`config.mk`:
```
export PLATFORM = sky130hd
export DESIGN_NAME = sorted_int_list_top
export DESIGN_NICKNAME = d
export VERILOG_FILES = /design/src/sil_pkg.sv /design/src/sorted_int_list_top.sv /design/src/sil_slot_ram.sv
export SDC_FILE = /design/constraint.sdc
export NUM_CORES = 1
export LEC_CHECK = 0
export BUFFER_PORTS_ARGS = -buffer_cell sky130_fd_sc_hd__buf_2
export CAP_MARGIN = 20
export CORE_UTILIZATION = 60
export CTS_CLUSTER_DIAMETER = 100
export CTS_CLUSTER_SIZE = 12
export DETAILED_ROUTE_END_ITERATION = 6
export PLACE_DENSITY = 0.78
export SYNTH_ARGS = -nofsm -noshare
export SYNTH_HDL_FRONTEND = slang
export SYNTH_SLANG_ARGS = --single-unit
export TNS_END_PERCENT = 1
```
`constraint.sdc`:
```
create_clock -name clk -period 4.9 [get_ports clk]
set_input_delay 0.98 -clock clk [delete_from_list [all_inputs] [get_ports clk]]
set_output_delay 0.98 -clock clk [all_outputs]
set_load 0.05 [all_outputs]
```
`src/sil_pkg.sv`:
```
// ----------------------------------------------------------------------------
// sil_pkg
// shared types and constants for the sorted integer list
// ----------------------------------------------------------------------------
`default_nettype none

package sil_pkg;

    localparam int CAPACITY = 8;
    localparam int DATA_W   = 32;
    localparam int ADDR_W   = $clog2(CAPACITY);
    localparam int CNT_W    = $clog2(CAPACITY + 1);
    localparam int POS_W    = 3;
    localparam int ENT_W    = 4;
    localparam int STAT_W   = 2;

    typedef enum logic
    {
        OP_INSERT = 1'b0,
        OP_DELETE = 1'b1
    } op_t;

    typedef enum logic [STAT_W-1:0]
    {
        STATUS_DONE   = 2'd0,
        STATUS_FULL   = 2'd1,
        STATUS_EMPTY  = 2'd2,
        STATUS_ABSENT = 2'd3
    } status_t;

    typedef enum logic [2:0]
    {
        ST_IDLE,
        ST_READ,
        ST_CMP,
        ST_SHIFT_RD,
        ST_SHIFT_WR,
        ST_PLACE,
        ST_RESP
    } state_t;

endpackage

`default_nettype wire

```
`src/sorted_int_list_top.sv`:
```
// ----------------------------------------------------------------------------
// sorted_int_list_top
// bounded ascending list of signed integers with insert and delete
// ----------------------------------------------------------------------------
// sequence: an insert when full or a delete when empty goes straight to the
//   response; otherwise a read and compare per slot scanned, a shift read and
//   write per slot moved, a place for an insert, then the response; ready again
//   and result valid after that; one request at a time; a result still held stalls the next one
// reset: asynchronous, clears the entry count, sequencer and output valid;
//   slot contents are undefined until written
`default_nettype none

module sorted_int_list_top
    import sil_pkg::*;
(
    input  wire logic        clk,
    input  wire logic        rst_n,
    input  wire logic        s_tvalid,
    output logic             s_tready,
    input  wire logic [31:0] s_tdata,   // value
    input  wire logic [0:0]  s_tuser,   // op
    output logic             m_tvalid,
    input  wire logic        m_tready,
    output logic [15:0]      m_tdata    // status, position, entries, zero pad
);

    state_t                   state_reg, state_next;
    op_t                      op_reg, op_next;
    logic signed [DATA_W-1:0] value_reg, value_next;
    logic [CNT_W-1:0]         used_reg, used_next;
    logic [CNT_W-1:0]         idx_reg, idx_next;
    logic [CNT_W-1:0]         at_reg, at_next;
    status_t                  status_reg, status_next;

    logic                     out_valid_reg, out_valid_next;
    logic [15:0]              out_data_reg, out_data_next;

    logic                     we;
    logic [ADDR_W-1:0]        waddr;
    logic signed [DATA_W-1:0] wdata;
    logic [ADDR_W-1:0]        raddr;
    logic signed [DATA_W-1:0] rdata;
    logic [CNT_W-1:0]         src_idx;
    logic                     lt, eq, hit;
    logic [CNT_W-1:0]         idx_inc;
    logic [CNT_W-1:0]         idx_dec;

    sil_slot_ram u_ram
    (
        .clk   (clk),
        .we    (we),
        .waddr (waddr),
        .wdata (wdata),
        .raddr (raddr),
        .rdata (rdata)
    );

    // shared comparator
    assign lt  = value_reg < rdata;
    assign eq  = value_reg == rdata;
    assign hit = (op_reg == OP_INSERT) ? lt : eq;

    assign idx_inc = idx_reg + CNT_W'(1);
    assign idx_dec = idx_reg - CNT_W'(1);
    assign src_idx = (op_reg == OP_INSERT) ? idx_dec : idx_inc;

    always_ff @(posedge clk or negedge rst_n)
    begin
        if (!rst_n)
        begin
            state_reg     <= ST_IDLE;
            used_reg      <= '0;
            out_valid_reg <= 1'b0;
        end
        else
        begin
            state_reg     <= state_next;
            used_reg      <= used_next;
            out_valid_reg <= out_valid_next;
        end
    end

    always_ff @(posedge clk)
    begin
        op_reg       <= op_next;
        value_reg    <= value_next;
        idx_reg      <= idx_next;
        at_reg       <= at_next;
        status_reg   <= status_next;
        out_data_reg <= out_data_next;
    end

    always_comb
    begin
        state_next     = state_reg;
        op_next        = op_reg;
        value_next     = value_reg;
        used_next      = used_reg;
        idx_next       = idx_reg;
        at_next        = at_reg;
        status_next    = status_reg;
        out_valid_next = out_valid_reg;
        out_data_next  = out_data_reg;
        s_tready       = 1'b0;
        we             = 1'b0;
        waddr          = idx_reg[ADDR_W-1:0];
        wdata          = rdata;
        raddr          = idx_reg[ADDR_W-1:0];

        if (out_valid_reg && m_tready)
        begin
            out_valid_next = 1'b0;
        end

        unique case (state_reg)
            ST_IDLE:
            begin
                s_tready = 1'b1;
                if (s_tvalid)
                begin
                    op_next     = op_t'(s_tuser[0]);
                    value_next  = s_tdata;
                    idx_next    = '0;
                    at_next     = '0;
                    status_next = STATUS_DONE;
                    if (op_t'(s_tuser[0]) == OP_INSERT)
                    begin
                        if (used_reg == CNT_W'(CAPACITY))
                        begin
                            status_next = STATUS_FULL;
                            state_next  = ST_RESP;
                        end
                        else if (used_reg == '0)
                        begin
                            state_next = ST_PLACE;
                        end
                        else
                        begin
                            state_next = ST_READ;
                        end
                    end
                    else
                    begin
                        if (used_reg == '0)
                        begin
                            status_next = STATUS_EMPTY;
                            state_next  = ST_RESP;
                        end
                        else
                        begin
                            state_next = ST_READ;
                        end
                    end
                end
            end

            ST_READ:
            begin
                raddr      = idx_reg[ADDR_W-1:0];
                state_next = ST_CMP;
            end

            ST_CMP:
            begin
                if (hit)
                begin
                    at_next = idx_reg;
                    if (op_reg == OP_INSERT)
                    begin
                        idx_next   = used_reg;
                        state_next = ST_SHIFT_RD;
                    end
                    else if (idx_inc < used_reg)
                    begin
                        state_next = ST_SHIFT_RD;
                    end
                    else
                    begin
                        used_next  = used_reg - CNT_W'(1);
                        state_next = ST_RESP;
                    end
                end
                else if (idx_inc == used_reg)
                begin
                    if (op_reg == OP_INSERT)
                    begin
                        at_next    = used_reg;
                        state_next = ST_PLACE;
                    end
                    else
                    begin
                        status_next = STATUS_ABSENT;
                        state_next  = ST_RESP;
                    end
                end
                else
                begin
                    idx_next   = idx_inc;
                    state_next = ST_READ;
                end
            end

            ST_SHIFT_RD:
            begin
                raddr      = src_idx[ADDR_W-1:0];
                state_next = ST_SHIFT_WR;
            end

            ST_SHIFT_WR:
            begin
                we    = 1'b1;
                waddr = idx_reg[ADDR_W-1:0];
                wdata = rdata;
                if (op_reg == OP_INSERT)
                begin
                    idx_next = idx_dec;
                    if (idx_dec == at_reg)
                    begin
                        state_next = ST_PLACE;
                    end
                    else
                    begin
                        state_next = ST_SHIFT_RD;
                    end
                end
                else
                begin
                    idx_next = idx_inc;
                    if ((idx_inc + CNT_W'(1)) < used_reg)
                    begin
                        state_next = ST_SHIFT_RD;
                    end
                    else
                    begin
                        used_next  = used_reg - CNT_W'(1);
                        state_next = ST_RESP;
                    end
                end
            end

            ST_PLACE:
            begin
                we         = 1'b1;
                waddr      = at_reg[ADDR_W-1:0];
                wdata      = value_reg;
                used_next  = used_reg + CNT_W'(1);
                state_next = ST_RESP;
            end

            ST_RESP:
            begin
                if (!out_valid_reg || m_tready)
                begin
                    out_valid_next = 1'b1;
                    out_data_next  = '0;
                    out_data_next[STAT_W-1:0] = status_reg;
                    if (status_reg == STATUS_DONE)
                    begin
                        out_data_next[STAT_W +: POS_W] = POS_W'(at_reg);
                    end
                    out_data_next[STAT_W+POS_W +: ENT_W] = ENT_W'(used_reg);
                    state_next = ST_IDLE;
                end
            end

            default:
            begin
                state_next = ST_IDLE;
            end
        endcase
    end

    assign m_tvalid = out_valid_reg;
    assign m_tdata  = out_data_reg;

endmodule

`default_nettype wire

```
`src/sil_slot_ram.sv`:
```
// ----------------------------------------------------------------------------
// sil_slot_ram
// slot storage, one write port and one registered read port
// ----------------------------------------------------------------------------
`default_nettype none

module sil_slot_ram
    import sil_pkg::*;
(
    input  wire logic                     clk,
    input  wire logic                     we,
    input  wire logic [ADDR_W-1:0]        waddr,
    input  wire logic signed [DATA_W-1:0] wdata,
    input  wire logic [ADDR_W-1:0]        raddr,
    output logic signed [DATA_W-1:0]      rdata
);

    logic signed [DATA_W-1:0] mem [CAPACITY];

    always_ff @(posedge clk)
    begin
        if (we)
        begin
            mem[waddr] <= wdata;
        end
        rdata <= mem[raddr];
    end

endmodule

`default_nettype wire

```
==> impl_metrics.yaml <==
run_status:
  status: "complete, no violations"
critical_path:
  path_class: "register to register"
  cpPeakStageDelay_ns: 0.57
  startpoint_type: "register"
  worstSetupEndpointType: "register"
  cp_slowest_cell: "nor2_4"
  critPathRequiredTime_ns: 5.07
  critical_path_buf_inv_count: 1
  critical_path.cell_chain: "nor2b_1, nand2_2, nor3b_1, a31oi_1, nor2_4, buf_4"
  cp_max_fo: 25
  path_delay_family: "simple AND/OR/NAND/NOR gates"
  arrival_ns: 3.68
final_layout:
  diodes: 0
  drive_above_1_share_pct: 28.51
  largest_reg_flops: 256
  area_growth_pct: 11.34
  final_cell_area_um2: 16210
  post-route-util_pct: 68.67
  nets: 963
floorplanning:
  start_util_pct: 61.67
  die_area_um2: 24900
  rows: 56
  io-pin-count: 55
  die_x_um: 157.8
  coreArea_um2: 23610
  die_y_um: 157.8
timing:
  hold_violations: 0
  setup_tns_ns: 0
  worst_slew_pin_slew_ns: 0.9536
  grt_setup_unrepaired: "false"
  max_freq_mhz: 284.8
  slew_headroom_pct: 36.43
  period_needed_ns: 3.511
  fin_hold_ws_ns: 0.2950
  finClkSkew_ns: 0.01374
  drv_slew: 0
  fin_crit_sh_pct: 71.65
  finalSetupViolations: 0
clocking:
  insertion_delay_ns: 0.52
  cts_max_level: 2
  cts_buffers: 34
  cts_tree: "done"
  cts_resized: 0
  holdBufCountCts: 0
  clk_pin_slew_worst_paths_ns: 0.07
  cts.sinks: 348
  post-cts-setup-buffers: 0
  cts_buffer_depth: 3
  clockRootBuffer: "clkbuf_16"
flow_run:
  drv_cap: 0
routing:
  drcViolationCount: 0
  firstDrtPassIters: 5
  totalWireLength_um: 28820
  drt.antenna.violating_nets: 0
  vias: 7461
  post_drt_wl_per_cell_um: 23.55
  via_per_inst: 6.096
  drtIter0Drc: 563
global_routing:
  antenna_found_initial: 0
  grt_remaining_overflow: 0
  grt_max_degree: 65
  grt_pass1_vias: 7757
  track_usage_pct: 24.42
  grt_first_pass_wirelength_um: 44120
synth:
  syn_inst: 810
  synth_warnings: 0
  synth_area_leaders: "edfxtp_1 64%, mux4_2 9.9%, mux2_2 4.9%"
  synth-edff-count: 308
  syn_area_um2: 14560
  ys_types: 66
  synth_largest_area_cell: "edfxtp_1"
  synth.top_cell.area_share_pct: 63.51
  ys.flop_type: "edfxtp_1"
  synth.avg_cell_area_um2: 17.98
  async_flop_share_pct: 2.299
  yosysSeqAreaShare_pct: 69.28
  synth-seq-cells: 348
power_and_ir_drop:
  power.sequential.fraction_pct: 41.4
  switching_share_pct: 32.76
  p_leak_nw: 5.668
  internal-power_mw: 7.232
  ir_drop_mv: 0.4314
  p_sw_mw: 3.523
  comb_power_share_pct: 36.4
  powerDensity_nw_per_um2: 663.3
  power_frac_clock_pct: 22.2
place:
  port_buffers: 47
  placed_area_um2: 15220
  place.gp.congestion: 0.9131
  hpwl_um: 17880
worst_hold_path:
  hold_class: "input pin to async pin"
## worst paths after layout
path	from	endpoint	slack (ns)	depth (start not counted)
setup / recovery	state_reg[2]	u_ram.mem[5][5]	1.39	6
hold / removal	rst_n	used_reg[2]	0.29	1
setup reg to reg	state_reg[2]	u_ram.mem[5][5]	1.39	6
hold reg to reg	status_reg[1]	m_tdata[1]	0.50	0
max in group asynchronous	rst_n	used_reg[1]	4.42	1
min in group clk	status_reg[1]	m_tdata[1]	0.50	0
## cell usage after synthesis, drive strengths merged (2+ instances only)
cell type,count
a31oi,5
a211oi,5
dfxtp,32
inv,45
nor4,2
nand2,26
a221oi,3
dfrtp,8
o21ai,21
or4,2
mux2,64
edfxtp,308
a21oi,30
nor2,22
nor3b,2
clkbuf,12
ha,45
nor2b,6
mux4,64
nand4,9
a21boi,2
xnor2,11
a21o,4
o211ai,3
and2,5
xor2,6
nand4b,2
mux2i,2
o31ai,2
nor3,5
nand2b,5
buf,23
nand3,12
## metal layers
layer	part of all wire, %	GRT usage, %	vias to the layer above	wire, um
met5	0	0	-	0
met4	2.4	8.460	0	687
met2	52	42.08	237	14910
met1	41	31.45	3837	11690
met3	5.3	4.188	61	1541
li1	-	-	3326	-
## layout by cell type, fill, tap and decap left out, drive strengths merged, types with 8 or more instances in the layout
master / count
nand4: 9
edfxtp: 308
dfrtp: 8
xnor2: 11
nand3: 12
a21oi: 30
mux4: 64
inv: 47
ha: 45
nand2: 26
clkbuf: 59
o21ai: 21
buf: 63
mux2: 64
nor2: 22
dfxtp: 32
## area by class of cell
type | count | area, um2
Clock buffer | 59 | 965.9
Multi-Input combinational cell | 388 | 4194
Inverter | 45 | 168.9
Tap cell | 319 | 399.1
Sequential cell | 348 | 10090
Clock inverter | 2 | 28.78
Fill cell | 1513 | 7398
Timing Repair Buffer | 63 | 367.9
## worst register-to-register path: cells and delay by family, from the launching register on
kind	cells	cell delay [ns]
buffers and inverters	1	0.46
AND/OR/NAND/NOR	4	2.03
flip-flops	1	0.52
AO/OA/AOI/OAI	1	0.15
## cell families (layout without fill, tap and decap cells)
logic type	Yosys count	in the layout	synth area share, %
compound gates	86	86	4.064
buf+inv	80	169	2.603
xor+xnor	17	17	1.151
mux	130	130	14.98
fa+ha+maj	46	46	4.004
flops	348	348	69.28
other cells	1	7	0.02575
simple gates	102	102	3.884
## metrics by stage
stage | power [mW] | setup slack [ns] | instances
floorplan | 7.404 | 1.334 | 816
global placement | 8.246 | 1.615 | 1163
detailed placement | 8.412 | 1.483 | 1163
CTS | 10.81 | 1.459 | 1224
global route | 11.27 | 1.217 | 1224
finish | 10.76 | 1.389 | 1224
## power by group through the flow
| stage | Combinational (mW) | Sequential (mW) | Clock [mW] |
|---|---|---|---|
| after floorplan | 3.02 | 4.38 | 0 |
| after global placement | 3.77 | 4.47 | 0 |
| after detailed placement | 3.91 | 4.50 | 0 |
| after CTS | 3.94 | 4.45 | 2.42 |
| after global routing | 4.25 | 4.50 | 2.53 |
| final | 3.91 | 4.45 | 2.39 |
No activity file was read; power rests on OpenSTA's default activity.
